$ cat src/ufb_pkg.sv
// ufb_pkg: shared types and constants for the uart frame builder
// no dependencies; compiled first

package ufb_pkg;

	// largest payload length a header may announce; longer requests are clamped
	localparam int unsigned MAX_PAYLOAD = 251;

	localparam logic [7:0] SYNC_BYTE = 8'h5A;

	// most bytes one request produces (sync, id, two length bytes, checksum)
	localparam int unsigned MAX_RESULTS = 5;

	// result queue: one byte still waiting plus the bytes of a new request
	localparam int unsigned QUEUE_DEPTH = MAX_RESULTS + 1;
	localparam int unsigned QCNT_W      = $clog2(QUEUE_DEPTH + 1);

	typedef enum logic {
		REQ_HEADER  = 1'b0,
		REQ_PAYLOAD = 1'b1
	} ufb_req_kind_t;

	typedef struct packed {
		logic [7:0] tx_byte;
		logic       frame_end;
	} ufb_res_t;

endpackage

$ cat src/ufb_if.sv
// ufb_if: valid/ready channel interfaces for the uart frame builder
// request channel (header or payload items) and result channel (bytes out)

interface ufb_req_if;
	logic       valid;
	logic       ready;
	logic       req_type;
	logic [7:0] message_id;
	logic [7:0] payload_len;
	logic [7:0] payload_byte;

	modport source (output valid, req_type, message_id, payload_len, payload_byte,
		input ready);
	modport sink (input valid, req_type, message_id, payload_len, payload_byte,
		output ready);
endinterface

interface ufb_rsp_if;
	logic       valid;
	logic       ready;
	logic [7:0] tx_byte;
	logic       frame_end;

	modport source (output valid, tx_byte, frame_end, input ready);
	modport sink (input valid, tx_byte, frame_end, output ready);
endinterface

$ cat src/uart_frame_builder_unit.sv
// uart_frame_builder_unit: byte-wise transmit framer with additive checksum
// depends on ufb_pkg and the channel interfaces in ufb_if.sv
//
// usage
//   req channel: one transfer per item. a header item (req_type = 0) opens a
//   frame with message_id and payload_len; a payload item (req_type = 1)
//   carries one payload_byte. payload items outside a frame are taken and
//   dropped. a header inside an open frame abandons it without a checksum.
//   rsp channel: one transfer per output byte. a header yields 0x5A, id and
//   (len+1) as two big-endian bytes, then the inverted 8-bit checksum with
//   frame_end set if len is zero. a payload item yields its byte, followed by
//   the checksum with frame_end on the last payload byte of the frame.
//   order: the first byte of an item is on rsp in the cycle after its transfer
//   when nothing older is queued, else right behind the one older byte.
//   throughput: one output byte per cycle while rsp.ready is high, set by the
//   single rsp port; a payload item yields one or two bytes, a header four or
//   five. req is taken whenever at most one older byte is still queued after
//   this cycle, so a new item overlaps the last byte of the previous one.
//   stall: when rsp.ready is low the queued bytes hold, and req.ready drops
//   once more than one byte is waiting.
//   reset: arst_n clears the queue and closes any open frame; no clearing
//   pass is needed.

module uart_frame_builder_unit (
	input  logic      clk,
	input  logic      arst_n,
	ufb_req_if.sink   req,
	ufb_rsp_if.source rsp
);
	import ufb_pkg::*;

	// frame state
	logic       in_frame_q;
	logic [7:0] bytes_left_q;
	logic [7:0] running_sum_q;

	// result queue, entry 0 drives the rsp channel
	ufb_res_t            queue_q [QUEUE_DEPTH];
	logic [QCNT_W-1:0]   qcnt_q;

	logic                req_xfer;
	logic                rsp_xfer;
	logic [QCNT_W-1:0]   qbase;     // entries left after this cycle's output transfer
	ufb_res_t            shifted [QUEUE_DEPTH];
	ufb_res_t            new_res [MAX_RESULTS];
	logic [QCNT_W-1:0]   new_cnt;

	logic                in_frame_d;
	logic [7:0]          bytes_left_d;
	logic [7:0]          running_sum_d;

	// header arithmetic
	logic [15:0]         len_clamped;
	logic [7:0]          len8;
	logic [8:0]          flen;
	logic [7:0]          len_hi;
	logic [7:0]          len_lo;
	logic [7:0]          hdr_sum;

	// payload arithmetic
	logic [7:0]          pay_sum;
	logic [7:0]          pay_left;

	assign rsp_xfer  = rsp.valid && rsp.ready;
	assign qbase     = qcnt_q - QCNT_W'(rsp_xfer);
	assign req.ready = (qbase <= QCNT_W'(1));
	assign req_xfer  = req.valid && req.ready;

	assign rsp.valid     = (qcnt_q != '0);
	assign rsp.tx_byte   = queue_q[0].tx_byte;
	assign rsp.frame_end = queue_q[0].frame_end;

	// clamp the announced length and form the big-endian length field
	assign len_clamped = (16'(req.payload_len) > 16'(MAX_PAYLOAD)) ?
		16'(MAX_PAYLOAD) : 16'(req.payload_len);
	assign len8    = len_clamped[7:0];
	assign flen    = {1'b0, len8} + 9'd1;
	assign len_hi  = {7'b0, flen[8]};
	assign len_lo  = flen[7:0];
	assign hdr_sum = req.message_id + len_hi + len_lo;

	assign pay_sum  = running_sum_q + req.payload_byte;
	assign pay_left = (bytes_left_q != '0) ? bytes_left_q - 8'd1 : 8'd0;

	// what one request produces and how it moves the frame state
	always_comb begin
		in_frame_d    = in_frame_q;
		bytes_left_d  = bytes_left_q;
		running_sum_d = running_sum_q;
		new_cnt       = '0;
		for (int i = 0; i < MAX_RESULTS; i++) begin
			new_res[i] = '{tx_byte: 8'h00, frame_end: 1'b0};
		end
		unique case (ufb_req_kind_t'(req.req_type))
			REQ_HEADER: begin
				new_res[0]    = '{tx_byte: SYNC_BYTE, frame_end: 1'b0};
				new_res[1]    = '{tx_byte: req.message_id, frame_end: 1'b0};
				new_res[2]    = '{tx_byte: len_hi, frame_end: 1'b0};
				new_res[3]    = '{tx_byte: len_lo, frame_end: 1'b0};
				new_res[4]    = '{tx_byte: ~hdr_sum, frame_end: 1'b1};
				running_sum_d = hdr_sum;
				bytes_left_d  = len8;
				if (len8 == '0) begin
					// empty frame closes at once
					new_cnt    = QCNT_W'(5);
					in_frame_d = 1'b0;
				end else begin
					new_cnt    = QCNT_W'(4);
					in_frame_d = 1'b1;
				end
			end
			REQ_PAYLOAD: begin
				// stray payload outside a frame is dropped with no effect
				if (in_frame_q) begin
					new_res[0]    = '{tx_byte: req.payload_byte, frame_end: 1'b0};
					new_res[1]    = '{tx_byte: ~pay_sum, frame_end: 1'b1};
					running_sum_d = pay_sum;
					bytes_left_d  = pay_left;
					if (pay_left == '0) begin
						new_cnt    = QCNT_W'(2);
						in_frame_d = 1'b0;
					end else begin
						new_cnt    = QCNT_W'(1);
					end
				end
			end
			default: begin
				new_cnt = '0;
			end
		endcase
	end

	// shift out the transferred byte, then append at the first free slot
	always_comb begin
		for (int i = 0; i < QUEUE_DEPTH - 1; i++) begin
			shifted[i] = rsp_xfer ? queue_q[i+1] : queue_q[i];
		end
		shifted[QUEUE_DEPTH-1] = queue_q[QUEUE_DEPTH-1];
		if (req_xfer) begin
			// qbase is zero or one whenever a request is taken
			for (int j = 0; j < MAX_RESULTS; j++) begin
				if (qbase == '0) begin
					shifted[j] = new_res[j];
				end else begin
					shifted[j+1] = new_res[j];
				end
			end
		end
	end

	always_ff @(posedge clk) begin
		for (int i = 0; i < QUEUE_DEPTH; i++) begin
			queue_q[i] <= shifted[i];
		end
	end

	always_ff @(posedge clk or negedge arst_n) begin
		if (!arst_n) begin
			qcnt_q        <= '0;
			in_frame_q    <= 1'b0;
			bytes_left_q  <= '0;
			running_sum_q <= '0;
		end else begin
			qcnt_q <= qbase + (req_xfer ? new_cnt : QCNT_W'(0));
			if (req_xfer) begin
				in_frame_q    <= in_frame_d;
				bytes_left_q  <= bytes_left_d;
				running_sum_q <= running_sum_d;
			end
		end
	end

endmodule

$ cat src/flat_wrapper.sv
// flat-port wrapper written by rule: the top's interface ports become plain ports
module uart_frame_builder_unit_flat import ufb_pkg::*;
  (clk, arst_n, req_valid, req_req_type, req_message_id, req_payload_len, req_payload_byte, req_ready, rsp_valid, rsp_tx_byte, rsp_frame_end, rsp_ready);
  ufb_req_if req_i ();
  ufb_rsp_if rsp_i ();
  input  logic clk;
  input  logic arst_n;
  input wire logic [$bits(req_i.valid)-1:0] req_valid;
  input wire logic [$bits(req_i.req_type)-1:0] req_req_type;
  input wire logic [$bits(req_i.message_id)-1:0] req_message_id;
  input wire logic [$bits(req_i.payload_len)-1:0] req_payload_len;
  input wire logic [$bits(req_i.payload_byte)-1:0] req_payload_byte;
  output wire logic [$bits(req_i.ready)-1:0] req_ready;
  output wire logic [$bits(rsp_i.valid)-1:0] rsp_valid;
  output wire logic [$bits(rsp_i.tx_byte)-1:0] rsp_tx_byte;
  output wire logic [$bits(rsp_i.frame_end)-1:0] rsp_frame_end;
  input wire logic [$bits(rsp_i.ready)-1:0] rsp_ready;
  assign req_i.valid = req_valid;
  assign req_i.req_type = req_req_type;
  assign req_i.message_id = req_message_id;
  assign req_i.payload_len = req_payload_len;
  assign req_i.payload_byte = req_payload_byte;
  assign req_ready = req_i.ready;
  assign rsp_valid = rsp_i.valid;
  assign rsp_tx_byte = rsp_i.tx_byte;
  assign rsp_frame_end = rsp_i.frame_end;
  assign rsp_i.ready = rsp_ready;
  uart_frame_builder_unit u_core (.clk(clk), .arst_n(arst_n), .req(req_i), .rsp(rsp_i));
endmodule
$ cat config.mk
export PLATFORM = sky130hd
export DESIGN_NAME = uart_frame_builder_unit_flat
export DESIGN_NICKNAME = d
export VERILOG_FILES = /design/src/ufb_pkg.sv /design/src/ufb_if.sv /design/src/uart_frame_builder_unit.sv /design/src/flat_wrapper.sv
export SDC_FILE = /design/constraint.sdc
export NUM_CORES = 1
export LEC_CHECK = 0
export ABC_AREA = 1
export BUFFER_PORTS_ARGS = -buffer_cell sky130_fd_sc_hd__buf_2
export CORE_ASPECT_RATIO = 1.5
export CORE_MARGIN = 8
export CORE_UTILIZATION = 35
export CTS_BUF_LIST = sky130_fd_sc_hd__clkbuf_2 sky130_fd_sc_hd__clkbuf_4 sky130_fd_sc_hd__clkbuf_8
export CTS_CLUSTER_SIZE = 14
export DETAILED_ROUTE_END_ITERATION = 12
export GPL_ROUTABILITY_DRIVEN = 0
export SETUP_SLACK_MARGIN = 0.4
export SLEW_MARGIN = 40
export SYNTH_ARGS = -nofsm -noshare
export SYNTH_HDL_FRONTEND = slang
export SYNTH_SLANG_ARGS = --single-unit
$ cat constraint.sdc
create_clock -name clk -period 2.96 [get_ports clk]
set_input_delay 0.296 -clock clk [delete_from_list [all_inputs] [get_ports clk]]
set_output_delay 0.296 -clock clk [all_outputs]
set_load 0.02 [all_outputs]
After elaboration in Yosys (flattened, before gate mapping)
Memories as Yosys holds them, arrays and structs flattened.
Cells that the tools add are included.
Widths: inputs -> output; s select.
- flip-flop bits (word level): 20
- memory bits (writable): 54
- input bits: 29
- output and inout bits: 11
- word-level logic and storage cells: 56
- memories kept: 1
- add/sub/neg operators: 7
- order comparisons: 2
- equality and inequality tests: 1
- muxes and demuxes: 30
- bitwise gates (word level): 3
- reduce and logical (&&, ||, !) cells: 8
- memories (memory ; depth ; bits a word ; rd ports ; clocked after Yosys merged registers in ; write ports ; RTL line ; RTL):
    u_core.queue_q ; 6 ; 9 ; 6 ; 0 ; 6 ; uart_frame_builder_unit.sv:38 ; ufb_res_t queue_q [QUEUE_DEPTH];
- operators with widths (kind ; number):
    $mux 9 ; 11
    $mux 54 ; 1
    $pmux 18 s2 ; 1
    $mux 8 ; 4
    $pmux 8 s2 ; 2
    $mux 20 ; 1
    $mux 18 ; 1
    $add 8x8->8 ; 2
    $logic_not 8->1 ; 2
    $not 8->8 ; 2
    $add 8x1->9 const B ; 1
    $add 8x1->8 ; 1
    $gt 8x8->1 const B ; 1
    $reduce_bool 8->1 ; 1
    $sub 8x1->8 const B ; 1
    $mux 3 ; 2
    $pmux 3 s2 ; 1
    $mux 1 ; 4
    $add 3x3->3 ; 1
    $le 3x1->1 const B ; 1
    $logic_not 3->1 ; 1
    $reduce_bool 3->1 ; 1
    $sub 3x1->3 ; 1
    $logic_and 1x1->1 ; 2
    other kinds (5) ; 5

Depth between registers and ports, before layout
Gate-level depths: netlist of run 1.
- depth after elaboration: 9
- mapped depth: 21
- depth with buffers taken out: 21

Least setup slack after synthesis of run 1
No wires, ideal clock.
- path type: register to register
- start point: register u_core.qcnt_q[0] (netlist name)
- end point: memory u_core.queue_q[1][0] (netlist name) (enable)
- setup time: 0.393 ns
- data arrival time: 3.165 ns
- required time: 2.567 ns
- slack: -0.598 ns
- cell stages (with the launch flop): 14
- path buffers: 3
- period minus slack after synthesis: 3.558 ns
- path through: dfrtp_1 -> inv_1 -> nand3_1 -> nand2_1 -> clkinv_1 -> clkbuf_1 -> ha_1 -> ha_1 -> inv_1 -> nor2_8 -> nand2_8 -> buf_4 -> buf_4 -> nand2_1
- RTL lines (item ; RTL line):
    end, declared ; uart_frame_builder_unit.sv:38

Worst setup path after layout of run 1
- start point: register u_core.qcnt_q[0]
- end point: register u_core.qcnt_q[2]
- word-level cells in the longest chain between the ends: 7
- ends and longest elaborated chain (item ; RTL line ; RTL):
    start, declared ; uart_frame_builder_unit.sv:39 ; logic [QCNT_W-1:0] qcnt_q;
    start signal, assigned ; uart_frame_builder_unit.sv:164 ; qcnt_q <= qbase + (req_xfer ? new_cnt : QCNT_W'(0));
    $reduce_bool 3->1 ; uart_frame_builder_unit.sv:69 ; assign rsp.valid = (qcnt_q != '0);
    $logic_and 1x1->1 ; uart_frame_builder_unit.sv:64 ; assign rsp_xfer = rsp.valid && rsp.ready;
    $sub 3x1->3 (*) ; uart_frame_builder_unit.sv:65 ; assign qbase = qcnt_q - QCNT_W'(rsp_xfer);
    $le 3x1->1 ; uart_frame_builder_unit.sv:66 ; assign req.ready = (qbase <= QCNT_W'(1));
    $logic_and 1x1->1 ; uart_frame_builder_unit.sv:67 ; assign req_xfer = req.valid && req.ready;
    $mux 3 ; uart_frame_builder_unit.sv:164 ;
    $add 3x3->3 (*) ; uart_frame_builder_unit.sv:164 ;
Every way passes the cells marked *; elsewhere a longest branch is shown, timed or not.
A chain may end at the register's enable or synchronous reset.

==> metrics, run 1 <==
routing usage on met1=18.6%; EDFF count, synth=44; diode count=0; CTS sink count=74; Reg clk slew, reported paths=0.08 ns; VDD IR max=0.470 mV; Worst EP required=3.20 ns; largest net degree at the start of global routing=38; # IOs=40; prevailing post-synth register cell=edfxtp_1; filler cell count=1,296; wire length after detailed routing=13,600 um; Layout area overhead=19.3%; global-route wire length before repair=21,500 um; Buf+Inv Stages, Crit Path=3; post-DP HPWL=10,200 um; Gate Count Post-Synth=573; dpl cells=760; WP data arrival=2.68 ns; CTS H-tree lvls=3; fin util=42.7%; fraction of layout cells with a size suffix above 1=20.9%; delay-heaviest family, CP=adder cells; crit share post-route=82.5%; Fmax=410 MHz; clock latency on the worst-skew pair=0.36 ns; worst-path cell chain=inv_2 -> nand3_4 -> nand2_4 -> clkinv_4 -> ha_4 -> ha_4 -> or2_4 -> nand2_4 -> nor2_8 -> nand2_8 -> inv_8 -> o21ai_4 -> a21oi_2 -> ha_2 -> fa_2 -> xnor2_1; post-route insts no fill=792; Post-route DRC=0; Total GRT Usage=16.4%; post-synthesis adder-cell area fraction=6.86%; syn_area_per_cell=8.09 um^2; core area=13,000 um^2; clk buf depth=2; final setup fails=0; Rows=51; Critical Path End Type=register; Synth Area in Compound Gates=13.5%; sequential area share after synthesis=43.6%; startpoint types=register; CTS tree=done; vias in the first global route=4,143; number of CTS-inserted buffers=9; minimum clock period=2.44 ns; Wirelength per Cell=17.2 um; static leakage=2.58 nW; Starting Density=35.8%; Cell Area, Synth=4630 um^2; Root Driver=clkbuf_8; Max Cap Viol=0; slowest stage delay, CP=0.38 ns; Max Transition Viols Final=0; Fin. Hold Viols=0; worst hold path type=input port to register; DRT iter0 DRCs=335; GR peak layer=met2; simple-gate share of the synthesized area=26.1%; width of the chip=110 um; Yosys reg bits=74; Syn. warnings=0; Rel. slew slack=63.8%; Final TNS setup=0 ns; GRT overflow=0; DR vias=4,146; initial antenna violation count=0; WS Path Type=register to register; Final nets=680; Unique masters post-synth=47; die area=17,300 um^2; Clock Skew=0.00774 ns; met3 Use GR=2.70%; CP max FO=10; Pwr per Cell Area=997 nW/um^2; Synth Area in XOR/XNOR=2.08%; Pre-antenna DRT Iters=5; vias per inst=5.23; Async SR Flop Fraction=27.0%; RSZ-0062 raised after global routing=yes; Slew @ Worst Pin=0.543 ns; largest family of logic cells by synthesized area=simple AND/OR/NAND/NOR gates; post-route ant nets=0; critical path's slowest cell=dfrtp_1; outcome=completed; height of the die=157 um; mux cell area share after synthesis=0%; Synthesized Nets=625; met2 GRT Util=29.0%; I/O Buffers=39
==> metrics by stage <==
stage	instance area, um^2	hold WS (ns)	setup WS [ns]	total power, mW
after floorplan	4730	0.000409	0.313	3.74
after global placement	5060	0.294	0.0476	4.36
after detailed placement	5060	0.303	-0.0730	4.43
after CTS	5330	0.250	0.396	5.41
after global routing	5530	0.278	0.361	5.94
final	5530	0.264	0.518	5.51
==> cell families (layout without fill, tap and decap cells) <==
family                   count (synthesis)  in the layout
XOR/XNOR                                11             11
adder cells (fa/ha/maj)                 23             23
buffers and inverters                   86            146
AO/OA/AOI/OAI                          107            107
flip-flops                              74             74
other                                    1              1
AND/OR/NAND/NOR                        271            271
==> worst reg2reg max path: stages, from the launching register on <==
cell and delay [ns]:
dfrtp_1 0.38, inv_2 0.08, nand3_4 0.08, nand2_4 0.08
clkinv_4 0.05, ha_4 0.15, ha_4 0.15, or2_4 0.25
nand2_4 0.09, nor2_8 0.06, nand2_8 0.11, inv_8 0.07
o21ai_4 0.08, a21oi_2 0.05, ha_2 0.18, fa_2 0.33
xnor2_1 0.13
==> cell usage in the layout (no fill, tap or decap), drive strengths merged <==
master and instances:
clkinv 3, a22oi 1, o31ai 3, o21a 1, nand4 10, dfxtp 10
o21bai 1, nand2 169, o21ai 50, conb 1, edfxtp 44, dfrtp 20
dlygate4sd3 1, a21boi 2, xor2 5, clkinvlp 1, nor2 33, o221ai 2
bufinv 3, or2 9, clkbuf 10, nor3 3, a21oi 31, o22ai 1
a22o 3, and2 1, ha 19, inv 68, a2bb2oi 1, o211ai 11
nand3 44, fa 4, xnor2 6, nand3b 2, buf 60
==> sequential cells by signal, indices dropped and copies added, names as in the netlist <==
name,count
u_core.queue_q,54
u_core.running_sum_q,8
u_core.bytes_left_q,8
u_core.in_frame_q,1
u_core.qcnt_q,3
==> cells in the mapped netlist, types with 3 or more instances <==
| cell type | instances | area (um^2) |
|---|---|---|
| nor2_1 | 30 | 113 |
| inv_2 | 5 | 18.8 |
| o21ai_0 | 43 | 215 |
| ha_1 | 19 | 238 |
| fa_1 | 4 | 80.1 |
| nand3_1 | 44 | 220 |
| xnor2_1 | 6 | 52.6 |
| a21oi_1 | 29 | 145 |
| edfxtp_1 | 44 | 1320 |
| o211ai_1 | 11 | 82.6 |
| dfrtp_1 | 20 | 500 |
| nand2_1 | 166 | 623 |
| or2_2 | 8 | 50.1 |
| xor2_1 | 5 | 43.8 |
| a22o_1 | 3 | 26.3 |
| nand4_1 | 10 | 62.6 |
| buf_2 | 6 | 30.0 |
| o21ai_1 | 7 | 35.0 |
| dfxtp_1 | 10 | 200 |
| buf_4 | 5 | 37.5 |
| inv_1 | 62 | 233 |
| clkbuf_1 | 4 | 15.0 |
==> what timing repair did <==
item / CTS / global route
hold buffers: 1 / 0
buffers inserted: 2 / 13
endpoints found under the setup margin: 43 / 23
resized for setup: 4 / 22
pin swaps: 1 / 10
hold endpoints to repair: 20 / 0
==> final cells by class <==
class | count | area [um^2] | share of cell area (%)
multi-input combinational | 413 | 2420 | 43.7
sequential | 74 | 2020 | 36.6
timing repair buffer | 61 | 379 | 6.86
inverter | 69 | 274 | 4.96
tap | 159 | 199 | 3.60
clock buffer | 10 | 131 | 2.38
clock inverter | 6 | 105 | 1.90
==> power breakdown <==
| group | switching [mW] | internal (mW) | leakage [nW] |
|---|---|---|---|
| combinational | 1.70 | 0.963 | 1.71 |
| sequential | 0.205 | 1.69 | 0.760 |
| clock | 0.384 | 0.564 | 0.115 |
==> path summary, 6_finish.rpt <==
check / slack [ns] / from / endpoint / cells past startpoint
max: 0.52 / u_core.qcnt_q[0] / u_core.qcnt_q[2] / 16
min: 0.26 / req_payload_len[3] / u_core.bytes_left_q[3] / 3
max reg2reg: 0.52 / u_core.qcnt_q[0] / u_core.qcnt_q[2] / 16
min in group asynchronous: 0.45 / arst_n / u_core.running_sum_q[7] / 2
max in group asynchronous: 2.14 / arst_n / u_core.qcnt_q[2] / 2
min reg2reg: 0.47 / u_core.queue_q[3][0] / u_core.queue_q[3][0] / 2
==> routing by layer <==
layer,wire [um],share of wire (%),up-vias
li1,-,-,2016
met1,5310,39,1956
met2,7230,53,146
met3,686,5.0,28
met4,413,3.0,0
met5,0,0,-
(Power assumes the default switching activity.)
==> run 2: changes to the inputs <==
Clock period 2.96 ns to 2.4 ns, I/O delays scaled along.
==> metrics, run 2 (same netlist as run 1, synthesis figures left out) <==
Worst Setup SP=u_core.qcnt_q[2]; diode count=0; largest net degree at the start of global routing=30; Critical Path Most Common Cell=ha_4; routing usage on met1=18.0%; Top Registers=u_core.queue_q x54, u_core.bytes_left_q x8, u_core.running_sum_q x8; critical path's slowest cell=dfrtp_1; I/O Buffers=39; die area=17,300 um^2; end of the worst hold path=u_core.queue_q[0][3]; R2R Setup Slk=0.06 ns; initial antenna violation count=0; slowest stage delay, CP=0.38 ns; FF-to-FF Start=u_core.qcnt_q[2]; worst hold path type=input port to register; Final nets=756; most frequent cells in the layout=nand2_1 (149), buf_4 (65), inv_1 (46); CTS H-tree lvls=3; Layout area overhead=42.6%; Slew @ Worst Pin=0.577 ns; vias in the first global route=4,589; startpoint types=register; # IOs=40; GRT overflow=0; Wirelength per Cell=17.5 um; Worst EP required=2.65 ns; static leakage=3.08 nW; WP data arrival=2.59 ns; met3 Use GR=3.27%; Starting Density=35.8%; Cell Area, Placed=5560 um^2; VDD IR max=0.581 mV; post-DP HPWL=10,800 um; hold path depth=3; height of the die=157 um; met2 GRT Util=32.0%; global-route wire length before repair=23,200 um; GR peak layer=met2; minimum clock period=2.34 ns; Rel. slew slack=61.5%; fraction of layout cells with a size suffix above 1=36.2%; most common cell after layout, fill and taps aside=nand2_1; CP max FO=4; R2R cell count=16; worst-path cell chain=inv_2 -> nand3_4 -> nand2_4 -> clkinv_4 -> ha_4 -> ha_4 -> or2_4 -> nand2_4 -> nor2_8 -> nand2_8 -> inv_8 -> o21ai_4 -> a21oi_2 -> ha_4 -> fa_2 -> xnor2_1; Critical Path End Type=register; Post-route DRC=0; Largest Register=u_core.queue_q; total power draw=7.81 mW; DR vias=4,538; Fmax=427 MHz; Pre-antenna DRT Iters=5; max reg flops=54; worst hold start=req_payload_byte[2]; Reg clk slew, reported paths=0.08 ns; number of CTS-inserted buffers=9; WS Path Type=register to register; CTS tree=done; outcome=completed; reg-to-reg endpoint=u_core.qcnt_q[2]; final setup fails=0; post-route ant nets=0; Max Transition Viols Final=0; Fin. Hold Viols=0; width of the chip=110 um; vias per inst=5.23; RSZ-0062 raised after global routing=yes; Pwr per Cell Area=1180 nW/um^2; CTS sink count=74; clk buf depth=2; wire length after detailed routing=15,200 um; crit share post-route=97.6%; Layout Cell Area excl Fill=6610 um^2; clock latency on the worst-skew pair=0.36 ns; Root Driver=clkbuf_8; core area=13,000 um^2; Total GRT Usage=17.8%; Max Cap Viol=0; Clock Skew=0.00780 ns; Rows=51; DRT iter0 DRCs=284
## run 2: changes by cell type in the layout (fill, tap and decap cells not counted), sizes merged, moves of 2 or more
cell	previous run	this run
nand2	169	176
clkbuf	10	12
inv	68	70
clkinv	3	5
buf	60	124
## run 2: metal layers
layer	wire length, um	share of wire (%)
met1	5620	37
met2	8060	53
met3	616	4.1
met4	864	5.7
met5	0	0
## run 2: how the worst max path moves through the flow
| stage | cells past startpoint | to | slack [ns] |
|---|---|---|---|
| floorplan | 17 | u_core.qcnt_q[2] | -0.25 |
| detailed placement | 17 | u_core.queue_q[4][5] | -0.23 |
| global placement | 17 | u_core.queue_q[4][5] | -0.16 |
| finish | 16 | u_core.qcnt_q[2] | 0.06 |
| global route | 16 | u_core.qcnt_q[2] | -0.06 |
| CTS | 16 | u_core.qcnt_q[2] | 0.04 |
## run 2: power breakdown
group	internal (mW)	total (mW)	switching (mW)	leakage [nW]
clock	0.622	1.10	0.480	0.114
sequential	2.09	2.35	0.261	0.760
combinational	1.84	4.36	2.52	2.21
total	4.55	7.81	3.26	3.08
## run 2: repair_timing
item	4_1_cts	5_1_grt
endpoints found under the setup margin	111	114
resized for setup	67	53
setup buffers	24	5
gates cloned	10	5
hold buffers	1	0
endpoints found under the hold margin	20	0
pin swaps	14	8
## run 2: through the flow
step           TNS (ns)  setup slack, ns  util, %  instances  hold slack [ns]
2_1_floorplan     -3.82           -0.247        -        573          -0.0556
3_3_place_gp     -0.751           -0.164     42.9        807            0.228
6_report              0           0.0586     51.0        868            0.230
3_5_place_dp      -1.53           -0.234     42.9        807            0.237
5_1_grt          -0.201          -0.0556     51.0        868            0.237
4_1_cts               0           0.0405     48.8        858            0.242
## run 2: final cells by class
class	instances	area (um^2)
timing repair inverter	3	21.3
inverter	69	297
timing repair buffer	126	1050
sequential	74	2020
multi-input combinational	421	2790
fill	1212	6350
clock inverter	5	77.6
clock buffer	11	145
tap	159	199
## run 2: worst max-delay path, delay by kind of cell (launching register included)
| kind | cells | cell delay, ns |
|---|---|---|
| xor gates and xnor gates | 1 | 0.13 |
| and+or+nand+nor | 6 | 0.62 |
| buffers and inverters | 3 | 0.16 |
| adders and majority gates | 4 | 0.80 |
| AOI/OAI and AO/OA | 2 | 0.11 |
| DFF | 1 | 0.38 |
==> run 3: changes to the inputs <==
Settings changed: CORE_UTILIZATION 35 to 40.
==> metrics, run 3 (same netlist as run 1, synthesis figures left out) <==
outcome=completed; core area=11,400 um^2; routing usage on met1=19.7%; global-route wire length before repair=21,800 um; CTS tree=done; DR vias=4,416; DRT iter0 DRCs=347; worst hold start=req_payload_byte[0]; Reg clk slew, reported paths=0.09 ns; WS Path Type=register to register; Root Driver=clkbuf_8; clk buf depth=2; Slew @ Worst Pin=0.535 ns; Top Registers=u_core.queue_q x54, u_core.bytes_left_q x8, u_core.running_sum_q x8; R2R Setup Slk=0.06 ns; Multi-input gate area=2800 um^2; height of the die=148 um; Final TNS setup=0 ns; Rows=48; initial antenna violation count=0; filler cell count=1,023; CTS H-tree lvls=3; reg-to-reg endpoint=u_core.qcnt_q[2]; most common cell after layout, fill and taps aside=nand2_1; Fin. Hold Viols=0; Total GRT Usage=18.1%; post-route insts no fill=864; Worst EP required=2.65 ns; Max Transition Viols Final=0; vias in the first global route=4,196; max reg flops=54; minimum clock period=2.34 ns; crit path to=u_core.qcnt_q[2]; Fmax=427 MHz; Wirelength per Cell=17.2 um; static leakage=3.09 nW; Layout area overhead=43.3%; VDD IR max=0.543 mV; RSZ-0062 raised after global routing=yes; Clock Skew=0.0147 ns; met3 Use GR=3.09%; GR peak layer=met2; Final nets=761; clock latency on the worst-skew pair=0.36 ns; CP max FO=5; Rel. slew slack=64.3%; WHS=0.199 ns; FF-to-FF Start=u_core.qcnt_q[0]; Critical Path End Type=register; Largest Register=u_core.queue_q; die area=15,400 um^2; fraction of layout cells with a size suffix above 1=37.7%; R2R cell count=16; width of the chip=104 um; dpl cells=809; Pwr per Cell Area=1190 nW/um^2; number of CTS-inserted buffers=9; met2 GRT Util=32.6%; # IOs=40; WP data arrival=2.59 ns; crit share post-route=97.5%; startpoint types=register; Starting Density=40.6%; wire length after detailed routing=14,800 um; I/O Buffers=39; Post-route DRC=0; largest net degree at the start of global routing=29; GRT overflow=0; Pre-antenna DRT Iters=5; Worst Setup SP=u_core.qcnt_q[0]; post-route ant nets=0; final setup fails=0; diode count=0; CTS sink count=74; register area=2020 um^2; most frequent cells in the layout=nand2_1 (143), buf_4 (70), inv_1 (47); post-DP HPWL=10,800 um; vias per inst=5.11; worst hold path type=input port to register; Max Cap Viol=0
-- run 3: cell types whose count changed in the layout (fill, tap and decap cells not counted), sizes merged --
cell,delta
clkinvlp,+1
clkbuf,-1
buf,+9
nor2,-1
bufinv,-1
clkinv,-2
nand2,-2
inv,+2
-- run 3: area by class of cell --
class                           instances  area share (%)
Sequential cell                        74            30.4
Clock inverter                          7            1.26
Clock buffer                            9            1.87
Tap cell                              150            2.83
Timing Repair inverter                  1           0.132
Timing Repair Buffer                  136            16.9
Inverter                               69            4.46
Multi-Input combinational cell        418            42.1
-- run 3: routing by layer --
| layer | routed length [um] | vias to the layer above |
|---|---|---|
| li1 | - | 2208 |
| met3 | 553 | 37 |
| met5 | 0 | - |
| met1 | 5640 | 2044 |
| met4 | 758 | 0 |
| met2 | 7870 | 127 |
-- run 3: worst max-delay path, cell delays in order, from the launching register on --
cell	delay, ns
dfrtp_1	0.38
inv_2	0.08
nand3_4	0.09
nand2_4	0.08
clkinv_4	0.05
ha_4	0.15
ha_4	0.15
or2_4	0.25
nand2_4	0.09
nor2_8	0.04
nand2_8	0.09
inv_8	0.04
o21ai_4	0.05
a21oi_2	0.06
ha_4	0.17
fa_2	0.33
xnor2_1	0.13
-- run 3: what timing repair did --
action | CTS | global route
hold buffers | 1 | 0
endpoints found under the hold margin | 20 | 0
gates resized for setup | 17 | 111
endpoints found under the setup margin | 112 | 115
gates cloned | 2 | 6
pin swaps | 3 | 15
setup buffers | 7 | 23
-- run 3: power by group --
part | leakage, nW | switching [mW] | internal (mW)
clock | 0.103 | 0.535 | 0.500
combinational | 2.23 | 2.54 | 1.95
sequential | 0.760 | 0.265 | 2.09
-- run 3: worst min path at each step --
stage	to	cells after the start
2_1_floorplan	u_core.bytes_left_q[0]	0
3_3_place_gp	u_core.running_sum_q[3]	1
3_5_place_dp	u_core.bytes_left_q[6]	1
4_1_cts	u_core.queue_q[0][1]	3
5_1_grt	u_core.queue_q[0][1]	3
6_report	u_core.queue_q[0][1]	3
-- run 3: metrics by stage --
stage	util, %	instance area, um^2	total power [mW]	setup WS (ns)
6_report	58.2	6640	7.87	0.0596
2_1_floorplan	-	4880	4.68	-0.247
4_1_cts	52.5	5990	7.04	0.0284
3_3_place_gp	49.3	5630	5.71	-0.188
5_1_grt	58.2	6640	8.38	-0.0382
3_5_place_dp	49.3	5630	5.80	-0.216
